## src/rtl/edf_pkg.sv

```systemverilog
// Shared constants, types and helpers for the EDF tick scheduler.
`default_nettype none

package edf_pkg;

  localparam int MAX_TASKS = 4;
  localparam int IDX_W     = $clog2(MAX_TASKS);
  localparam int TIME_W    = 32;
  localparam int DL_W      = 32;
  localparam int SRV_W     = 16;
  localparam int HALF_W    = 16;
  localparam int CFG_W     = 32;
  localparam int CFG_IDX_W = 3;
  localparam int NUM_W     = 3;

  // Configuration register indexes
  localparam logic [CFG_IDX_W-1:0] REG_NUM_TASKS    = 3'd0;
  localparam logic [CFG_IDX_W-1:0] REG_PERIODS_LOW  = 3'd1;
  localparam logic [CFG_IDX_W-1:0] REG_PERIODS_HIGH = 3'd2;
  localparam logic [CFG_IDX_W-1:0] REG_EXEC_LOW     = 3'd3;
  localparam logic [CFG_IDX_W-1:0] REG_EXEC_HIGH    = 3'd4;

  localparam logic [NUM_W-1:0] NUM_TASKS_RST = 3'd4;
  localparam logic [CFG_W-1:0] PAIR_RST      = 32'h0001_0001;

  typedef enum logic [1:0] {
    ST_IDLE,
    ST_CLEAR,
    ST_SCAN,
    ST_UPDATE
  } state_t;

  typedef struct packed {
    logic start;       // rewind task index, drop current best
    logic clear_step;  // reinitialize one task entry
    logic scan_step;   // compare one task against current best
    logic commit;      // update chosen task, time and result register
  } dp_cmd_t;

  typedef struct packed {
    logic sweep_last;  // index at last physical task
    logic scan_last;   // index at last active task
    logic out_busy;    // result register full and not taken this cycle
  } dp_stat_t;

  // 16-bit field of a packed pair, zero read as one
  function automatic logic [HALF_W-1:0] half_of(input logic [CFG_W-1:0] low,
                                                input logic [CFG_W-1:0] high,
                                                input logic [IDX_W-1:0] idx);
    logic [CFG_W-1:0]  word;
    logic [HALF_W-1:0] v;
    word = idx[1] ? high : low;
    v    = idx[0] ? word[31:16] : word[15:0];
    return (v == '0) ? HALF_W'(1) : v;
  endfunction

endpackage

`default_nettype wire

```

## src/rtl/edf_ctrl.sv

```systemverilog
// Sequencing FSM: accept, optional state clear sweep, task scan, commit.
`default_nettype none

module edf_ctrl
  import edf_pkg::*;
(
  input  wire logic     clk,
  input  wire logic     rst_n,
  input  wire logic     in_valid,
  output logic          in_ready,
  input  wire logic     in_restart,
  input  wire dp_stat_t stat,
  output dp_cmd_t       cmd
);

  state_t state_r, state_nxt;

  always_ff @(posedge clk) begin
    if (!rst_n) begin
      state_r <= ST_IDLE;
    end else begin
      state_r <= state_nxt;
    end
  end

  always_comb begin
    state_nxt = state_r;
    case (state_r)
      ST_IDLE: begin
        if (in_valid) begin
          state_nxt = in_restart ? ST_CLEAR : ST_SCAN;
        end
      end
      ST_CLEAR: begin
        if (stat.sweep_last) begin
          state_nxt = ST_SCAN;
        end
      end
      ST_SCAN: begin
        if (stat.scan_last) begin
          state_nxt = ST_UPDATE;
        end
      end
      ST_UPDATE: begin
        if (!stat.out_busy) begin
          state_nxt = ST_IDLE;
        end
      end
      default: state_nxt = ST_IDLE;
    endcase
  end

  always_comb begin
    in_ready = 1'b0;
    cmd      = '0;
    case (state_r)
      ST_IDLE: begin
        in_ready  = 1'b1;
        cmd.start = in_valid;
      end
      ST_CLEAR: begin
        cmd.clear_step = 1'b1;
        cmd.start      = stat.sweep_last;
      end
      ST_SCAN: begin
        cmd.scan_step = 1'b1;
      end
      ST_UPDATE: begin
        cmd.commit = !stat.out_busy;
      end
      default: ;
    endcase
  end

endmodule

`default_nettype wire

```

## src/rtl/edf_dp.sv

```systemverilog
// Datapath: config registers, per-task deadline/served state, scan and result register.
`default_nettype none

module edf_dp
  import edf_pkg::*;
(
  input  wire logic                 clk,
  input  wire logic                 rst_n,
  input  wire logic                 cfg_we,
  input  wire logic [CFG_IDX_W-1:0] cfg_index,
  input  wire logic [CFG_W-1:0]     cfg_wdata,
  input  wire dp_cmd_t              cmd,
  output dp_stat_t                  stat,
  output logic                      out_valid,
  input  wire logic                 out_ready,
  output logic                      out_idle,
  output logic [IDX_W-1:0]          out_task_index,
  output logic                      out_job_done,
  output logic [TIME_W-1:0]         out_slot_time
);

  logic [NUM_W-1:0] num_tasks_r;
  logic [CFG_W-1:0] per_lo_r, per_hi_r, exe_lo_r, exe_hi_r;

  logic [TIME_W-1:0] time_r;
  logic [DL_W-1:0]   dl_r  [MAX_TASKS];
  logic [SRV_W-1:0]  srv_r [MAX_TASKS];

  logic [IDX_W-1:0] idx_r;
  logic             found_r;
  logic [DL_W-1:0]  best_r;
  logic [IDX_W-1:0] chosen_r;
  logic [SRV_W-1:0] best_srv_r;

  logic             out_valid_r;
  logic             out_idle_r;
  logic [IDX_W-1:0] out_task_r;
  logic             out_done_r;
  logic [TIME_W-1:0] out_time_r;

  // Active task count clamped to 1..MAX_TASKS
  logic [NUM_W-1:0] n_eff;
  logic [IDX_W-1:0] last_active;

  always_comb begin
    n_eff = num_tasks_r;
    if (num_tasks_r == '0) begin
      n_eff = NUM_W'(1);
    end else if (num_tasks_r > NUM_W'(MAX_TASKS)) begin
      n_eff = NUM_W'(MAX_TASKS);
    end
    last_active = IDX_W'(n_eff - NUM_W'(1));
  end

  // Scan: task at idx_r is released if deadline <= now + period
  logic [DL_W-1:0]   dl_cur;
  logic [HALF_W-1:0] per_cur;
  logic [TIME_W:0]   reach;
  logic              eligible, take;

  always_comb begin
    dl_cur   = dl_r[idx_r];
    per_cur  = half_of(per_lo_r, per_hi_r, idx_r);
    reach    = {1'b0, time_r} + {{(TIME_W + 1 - HALF_W){1'b0}}, per_cur};
    eligible = ({1'b0, dl_cur} <= reach);
    take     = eligible && (!found_r || (dl_cur < best_r));
  end

  // Commit: served count, job completion, saturating deadline advance
  logic [HALF_W-1:0] per_ch, exe_ch;
  logic [SRV_W:0]    srv_inc;
  logic              done;
  logic [DL_W:0]     dl_adv;
  logic [DL_W-1:0]   dl_sat;
  logic [TIME_W-1:0] time_nxt;

  always_comb begin
    per_ch   = half_of(per_lo_r, per_hi_r, chosen_r);
    exe_ch   = half_of(exe_lo_r, exe_hi_r, chosen_r);
    srv_inc  = {1'b0, best_srv_r} + (SRV_W + 1)'(1);
    done     = found_r && (srv_inc >= {{(SRV_W + 1 - HALF_W){1'b0}}, exe_ch});
    dl_adv   = {1'b0, best_r} + {{(DL_W + 1 - HALF_W){1'b0}}, per_ch};
    dl_sat   = dl_adv[DL_W] ? '1 : dl_adv[DL_W-1:0];
    time_nxt = (time_r == '1) ? time_r : time_r + TIME_W'(1);
  end

  always_ff @(posedge clk) begin
    if (!rst_n) begin
      num_tasks_r <= NUM_TASKS_RST;
      per_lo_r    <= PAIR_RST;
      per_hi_r    <= PAIR_RST;
      exe_lo_r    <= PAIR_RST;
      exe_hi_r    <= PAIR_RST;
    end else if (cfg_we) begin
      case (cfg_index)
        REG_NUM_TASKS:    num_tasks_r <= cfg_wdata[NUM_W-1:0];
        REG_PERIODS_LOW:  per_lo_r    <= cfg_wdata;
        REG_PERIODS_HIGH: per_hi_r    <= cfg_wdata;
        REG_EXEC_LOW:     exe_lo_r    <= cfg_wdata;
        REG_EXEC_HIGH:    exe_hi_r    <= cfg_wdata;
        default: ;
      endcase
    end
  end

  always_ff @(posedge clk) begin
    if (!rst_n) begin
      time_r      <= '0;
      idx_r       <= '0;
      found_r     <= 1'b0;
      out_valid_r <= 1'b0;
      for (int i = 0; i < MAX_TASKS; i++) begin
        dl_r[i]  <= DL_W'(1);
        srv_r[i] <= '0;
      end
    end else begin
      if (cmd.start) begin
        idx_r   <= '0;
        found_r <= 1'b0;
      end else if (cmd.clear_step || cmd.scan_step) begin
        idx_r <= idx_r + IDX_W'(1);
      end

      if (cmd.clear_step) begin
        dl_r[idx_r]  <= DL_W'(half_of(per_lo_r, per_hi_r, idx_r));
        srv_r[idx_r] <= '0;
        time_r       <= '0;
      end

      if (cmd.scan_step && take) begin
        found_r <= 1'b1;
      end

      if (cmd.commit) begin
        if (found_r) begin
          if (done) begin
            dl_r[chosen_r]  <= dl_sat;
            srv_r[chosen_r] <= '0;
          end else begin
            srv_r[chosen_r] <= srv_inc[SRV_W-1:0];
          end
        end
        time_r      <= time_nxt;
        out_valid_r <= 1'b1;
      end else if (out_ready) begin
        out_valid_r <= 1'b0;
      end
    end
  end

  // Payload registers, no reset needed
  always_ff @(posedge clk) begin
    if (cmd.scan_step && take) begin
      best_r     <= dl_cur;
      chosen_r   <= idx_r;
      best_srv_r <= srv_r[idx_r];
    end
    if (cmd.commit) begin
      out_idle_r <= !found_r;
      out_task_r <= found_r ? chosen_r : '0;
      out_done_r <= done;
      out_time_r <= time_r;
    end
  end

  always_comb begin
    stat.sweep_last = (idx_r == IDX_W'(MAX_TASKS - 1));
    stat.scan_last  = (idx_r == last_active);
    stat.out_busy   = out_valid_r && !out_ready;
  end

  assign out_valid      = out_valid_r;
  assign out_idle       = out_idle_r;
  assign out_task_index = out_task_r;
  assign out_job_done   = out_done_r;
  assign out_slot_time  = out_time_r;

endmodule

`default_nettype wire

```

## src/rtl/edf_tick_scheduler.sv

```systemverilog
// EDF tick scheduler top level: controller plus datapath.
//
// Each input transaction on in_* advances the schedule by one time slot and
// yields exactly one result transaction on out_*: idle flag, chosen task,
// job completion flag and the slot's time index. in_restart=1 reloads every
// deadline from its period, clears served counts and time, then schedules.
// Configuration is written through cfg_we/cfg_index/cfg_wdata between slots.
// A slot is handled in steps: the accept cycle, a deadline scan over the
// active tasks (a single comparator walks them one at a time) and a commit,
// which waits while the result register is still full; a restart adds a
// clear sweep over all task entries before the scan. in_ready is high only
// while the controller waits for a slot.
// The result sits in an output register; the next slot is taken and scanned
// while it waits, and only the commit waits for out_ready.
// Synchronous reset loads the register reset values, clears time, sets all
// deadlines to 1 and empties the result register.
`default_nettype none

module edf_tick_scheduler
  import edf_pkg::*;
(
  input  wire logic                 clk,
  input  wire logic                 rst_n,
  input  wire logic                 cfg_we,
  input  wire logic [CFG_IDX_W-1:0] cfg_index,
  input  wire logic [CFG_W-1:0]     cfg_wdata,
  input  wire logic                 in_valid,
  output logic                      in_ready,
  input  wire logic                 in_restart,
  output logic                      out_valid,
  input  wire logic                 out_ready,
  output logic                      out_idle,
  output logic [IDX_W-1:0]          out_task_index,
  output logic                      out_job_done,
  output logic [TIME_W-1:0]         out_slot_time
);

  dp_cmd_t  cmd;
  dp_stat_t stat;

  edf_ctrl u_ctrl (
    .clk        (clk),
    .rst_n      (rst_n),
    .in_valid   (in_valid),
    .in_ready   (in_ready),
    .in_restart (in_restart),
    .stat       (stat),
    .cmd        (cmd)
  );

  edf_dp u_dp (
    .clk            (clk),
    .rst_n          (rst_n),
    .cfg_we         (cfg_we),
    .cfg_index      (cfg_index),
    .cfg_wdata      (cfg_wdata),
    .cmd            (cmd),
    .stat           (stat),
    .out_valid      (out_valid),
    .out_ready      (out_ready),
    .out_idle       (out_idle),
    .out_task_index (out_task_index),
    .out_job_done   (out_job_done),
    .out_slot_time  (out_slot_time)
  );

endmodule

`default_nettype wire

```

## config.mk

```make
export PLATFORM = sky130hd
export DESIGN_NAME = edf_tick_scheduler
export DESIGN_NICKNAME = d
export VERILOG_FILES = /design/src/rtl/edf_pkg.sv /design/src/rtl/edf_ctrl.sv /design/src/rtl/edf_dp.sv /design/src/rtl/edf_tick_scheduler.sv
export SDC_FILE = /design/constraint.sdc
export NUM_CORES = 1
export LEC_CHECK = 0
export ABC_AREA = 1
export BUFFER_PORTS_ARGS = -buffer_cell sky130_fd_sc_hd__buf_2
export CAP_MARGIN = 30
export CORE_MARGIN = 2
export CORE_UTILIZATION = 38
export CTS_BUF_LIST = sky130_fd_sc_hd__clkbuf_8
export DETAILED_ROUTE_END_ITERATION = 10
export GPL_ROUTABILITY_DRIVEN = 0
export SLEW_MARGIN = 25
export SYNTH_ARGS = -nofsm -noshare
export SYNTH_HDL_FRONTEND = slang
export SYNTH_SLANG_ARGS = --single-unit
export TNS_END_PERCENT = 50
```

## constraint.sdc

```tcl
create_clock -name clk -period 18.6 [get_ports clk]
set_input_delay 0.93 -clock clk [delete_from_list [all_inputs] [get_ports clk]]
set_output_delay 0.93 -clock clk [all_outputs]
set_load 0.05 [all_outputs]
```

==> results.yml <==
status:
  status: "completed"
pwr:
  switchingPower_mw: 1.28
  combPwrFrac: 0.360
  p_int_mw: 2.01
  power.density_mw_per_mm2: 125
  cellLeakagePower_nw: 10.7
  vdd_drop_max_mv: 0.0603
  p_seq_frac: 0.384
  clockPowerShare: 0.256
  swShare: 0.390
yosys:
  yosysUniqueCellTypes: 58
  yosysTopAreaCellShare: 0.352
  synth_cells: 2845
  ys_ff_latch: 449
  synthArstFlopShare: 0
  avgSynthCellArea_um2: 8.33
  yosys-top-cells-area: "edfxtp_1 35%, dfxtp_1 14%, nor2_1 8.8%"
  synthFlopType: "edfxtp_1"
  synth.cell_area_mm2: 0.0237
  synth-edff-count: 278
  syn-num-nets: 3006
  ys_seq_area_frac: 0.497
  yosys.area.top_type: "edfxtp_1"
  yosys_warnings: 0
floorplan:
  die_w_um: 254
  num_rows: 91
  die-height_um: 254
  die-area_mm2: 0.0644
  start_util: 0.384
  io_pins: 79
  core_mm2: 0.0617
worst_setup_path:
  cp_data_required_time_ns: 18.86
  crit_fanout: 53
  critPathTopFamily: "buffers and inverters"
  critPathLaunchType: "register"
  crit_top_cell: "nand2_1"
  crit_buf_inv: 7
  worstSetupPathType: "register to register"
  crit_path_end_kind: "register"
  cp_slowest_stage_delay_ns: 0.59
  critPathSlowestCell: "buf_4"
  ff2ff_setup_slack_ns: 12.30
  critPathArrivalTime_ns: 6.56
global_route:
  gr-total-overflow: 0
  grtUsageTotal: 0.213
  grt_pass1_vias: 19200
  grt_max_degree: 98
  grt_pass1_wl_mm: 108
  antenna_found_initial: 2
timing:
  fin_skew_ns: 0.0337
  grt_setup_unrepaired: "no"
  tns_ns: 0
  setup_viol: 0
  final.period_utilization: 0.339
  hold_viol_final: 0
  slew_headroom: 0.383
  fin_crit_ns: 6.30
  maxSlewViolCount: 0
  fmax_mhz: 159
  worstMarginPinSlew_ns: 0.921
clocking:
  root_buffer: "clkbuf_8"
  ctsResizeCount: 0
  clk_pin_slew_ns: 0.06
  cts.path.max_buffers: 3
  numCtsBuffers: 72
  cts_num_sinks: 449
  cts_tree: "built"
  clkLatencyLatePin_ns: 0.66
  h-tree-depth: 3
  cts_hold_buf: 0
  post-cts-setup-buffer-count: 0
place:
  dp_hpwl_mm: 48.1
  port_buffers: 78
finish:
  drive_above_1_share: 0.0846
  utilization: 0.427
  nets: 3063
  fillers: 6220
  area_growth_pct: 11.1
  n_antenna_cell: 0
  mostFrequentLayoutCell: "nor2_1"
  final_cell_mix: "552 x nor2_1, 398 x nand2_1, 354 x o21ai_0"
routing:
  drt_first_pass_iters: 5
  wire_per_inst_um: 18.3
  viasPerCell: 5.36
  detail-route-antenna-nets: 0
  drc: 0
  routed_wirelength_mm: 69.3
  routed-via-count: 20300
  drtIter0Drc: 1815
min_path:
  hold_class: "register to register"
job:
  maxCapViolCount: 0
[tightest hold or removal path, delay by kind of cell (launching register included)]
kind	cells	cell delay, ns
AOI/OAI and AO/OA	1	0.05
buffers and inverters	1	0.05
DFF	1	0.29
[state kept, by name, indices dropped and copies added, names as in the netlist, named ones only]
signal	cells
u_dp.best_r	32
u_dp.out_valid	1
u_dp.time_r	32
u_dp.out_idle	1
u_dp.out_job_done	1
u_ctrl.state_r	2
u_dp.num_tasks_r	3
u_dp.exe_lo_r	32
u_dp.srv_r	64
u_dp.per_lo_r	32
u_dp.out_task_index	2
u_dp.out_slot_time	32
u_dp.found_r	1
u_dp.idx_r	2
u_dp.per_hi_r	32
u_dp.dl_r	128
u_dp.chosen_r	2
u_dp.best_srv_r	16
u_dp.exe_hi_r	32
[worst paths after layout]
| kind | cells past startpoint | from | to |
|---|---|---|---|
| setup / recovery | 30 | u_dp.idx_r[1] | u_dp.best_srv_r[0] |
| setup reg to reg | 30 | u_dp.idx_r[1] | u_dp.best_srv_r[0] |
| hold reg to reg | 2 | u_dp.exe_lo_r[2] | u_dp.exe_lo_r[2] |
| hold / removal | 2 | u_dp.exe_lo_r[2] | u_dp.exe_lo_r[2] |
[routing by layer]
| layer | track usage | part of all wire |
|---|---|---|
| met3 | 0.0349 | 0.064 |
| met1 | 0.287 | 0.44 |
| met4 | 0.0627 | 0.028 |
| met5 | 0 | 0 |
| met2 | 0.352 | 0.47 |
[cell families after synthesis]
family / synth area share
AOI/OAI and AO/OA: 0.147
xor gates and xnor gates: 0.0255
adders and majority gates: 0.0640
buffers and inverters: 0.0671
DFF: 0.497
and+or+nand+nor: 0.200
[cell type report]
type / instances / area, um2 / share of cell area
sequential: 449 / 11800 / 0.447
multi-input combinational: 1989 / 10400 / 0.393
clock buffer: 88 / 1210 / 0.0460
inverter: 284 / 1070 / 0.0405
tap: 837 / 1050 / 0.0398
timing repair buffer: 106 / 678 / 0.0258
clock inverter: 39 / 194 / 0.00737
[power by group through the flow]
stage          clock (mW)  sequential, mW  combinational [mW]
3_3_place_gp            0            1.29                1.11
3_5_place_dp            0            1.30                1.15
2_1_floorplan           0            1.30               0.776
5_1_grt             0.899            1.28                1.31
4_1_cts             0.857            1.28                1.16
6_report            0.844            1.27                1.18
[per-stage QoR]
step	setup slack (ns)	hold slack, ns	power (mW)	std cells	cell area (um2)
2_1_floorplan	12.17	0.425	2.07	2845	23700
3_3_place_gp	12.33	0.435	2.40	3659	24800
3_5_place_dp	12.12	0.441	2.45	3663	24900
4_1_cts	12.09	0.451	3.29	3790	26300
5_1_grt	11.73	0.466	3.49	3792	26300
6_report	12.30	0.448	3.29	3792	26300
[Yosys cell counts (5+ instances only)]
| master | n |
|---|---|
| nor3_1 | 38 |
| o22ai_1 | 63 |
| ha_1 | 118 |
| o21ai_0 | 354 |
| a31oi_1 | 5 |
| nand4_1 | 34 |
| buf_2 | 11 |
| xor2_1 | 49 |
| edfxtp_1 | 278 |
| inv_1 | 277 |
| a211oi_1 | 6 |
| clkbuf_1 | 104 |
| nor2_1 | 554 |
| o21ai_1 | 5 |
| a21oi_1 | 172 |
| nor4_1 | 15 |
| or2_2 | 7 |
| nand3_1 | 87 |
| o211ai_1 | 5 |
| dfxtp_1 | 171 |
| nand2_1 | 398 |
| xnor2_1 | 20 |
| o21ai_2 | 13 |
(Power assumes the default switching activity.)
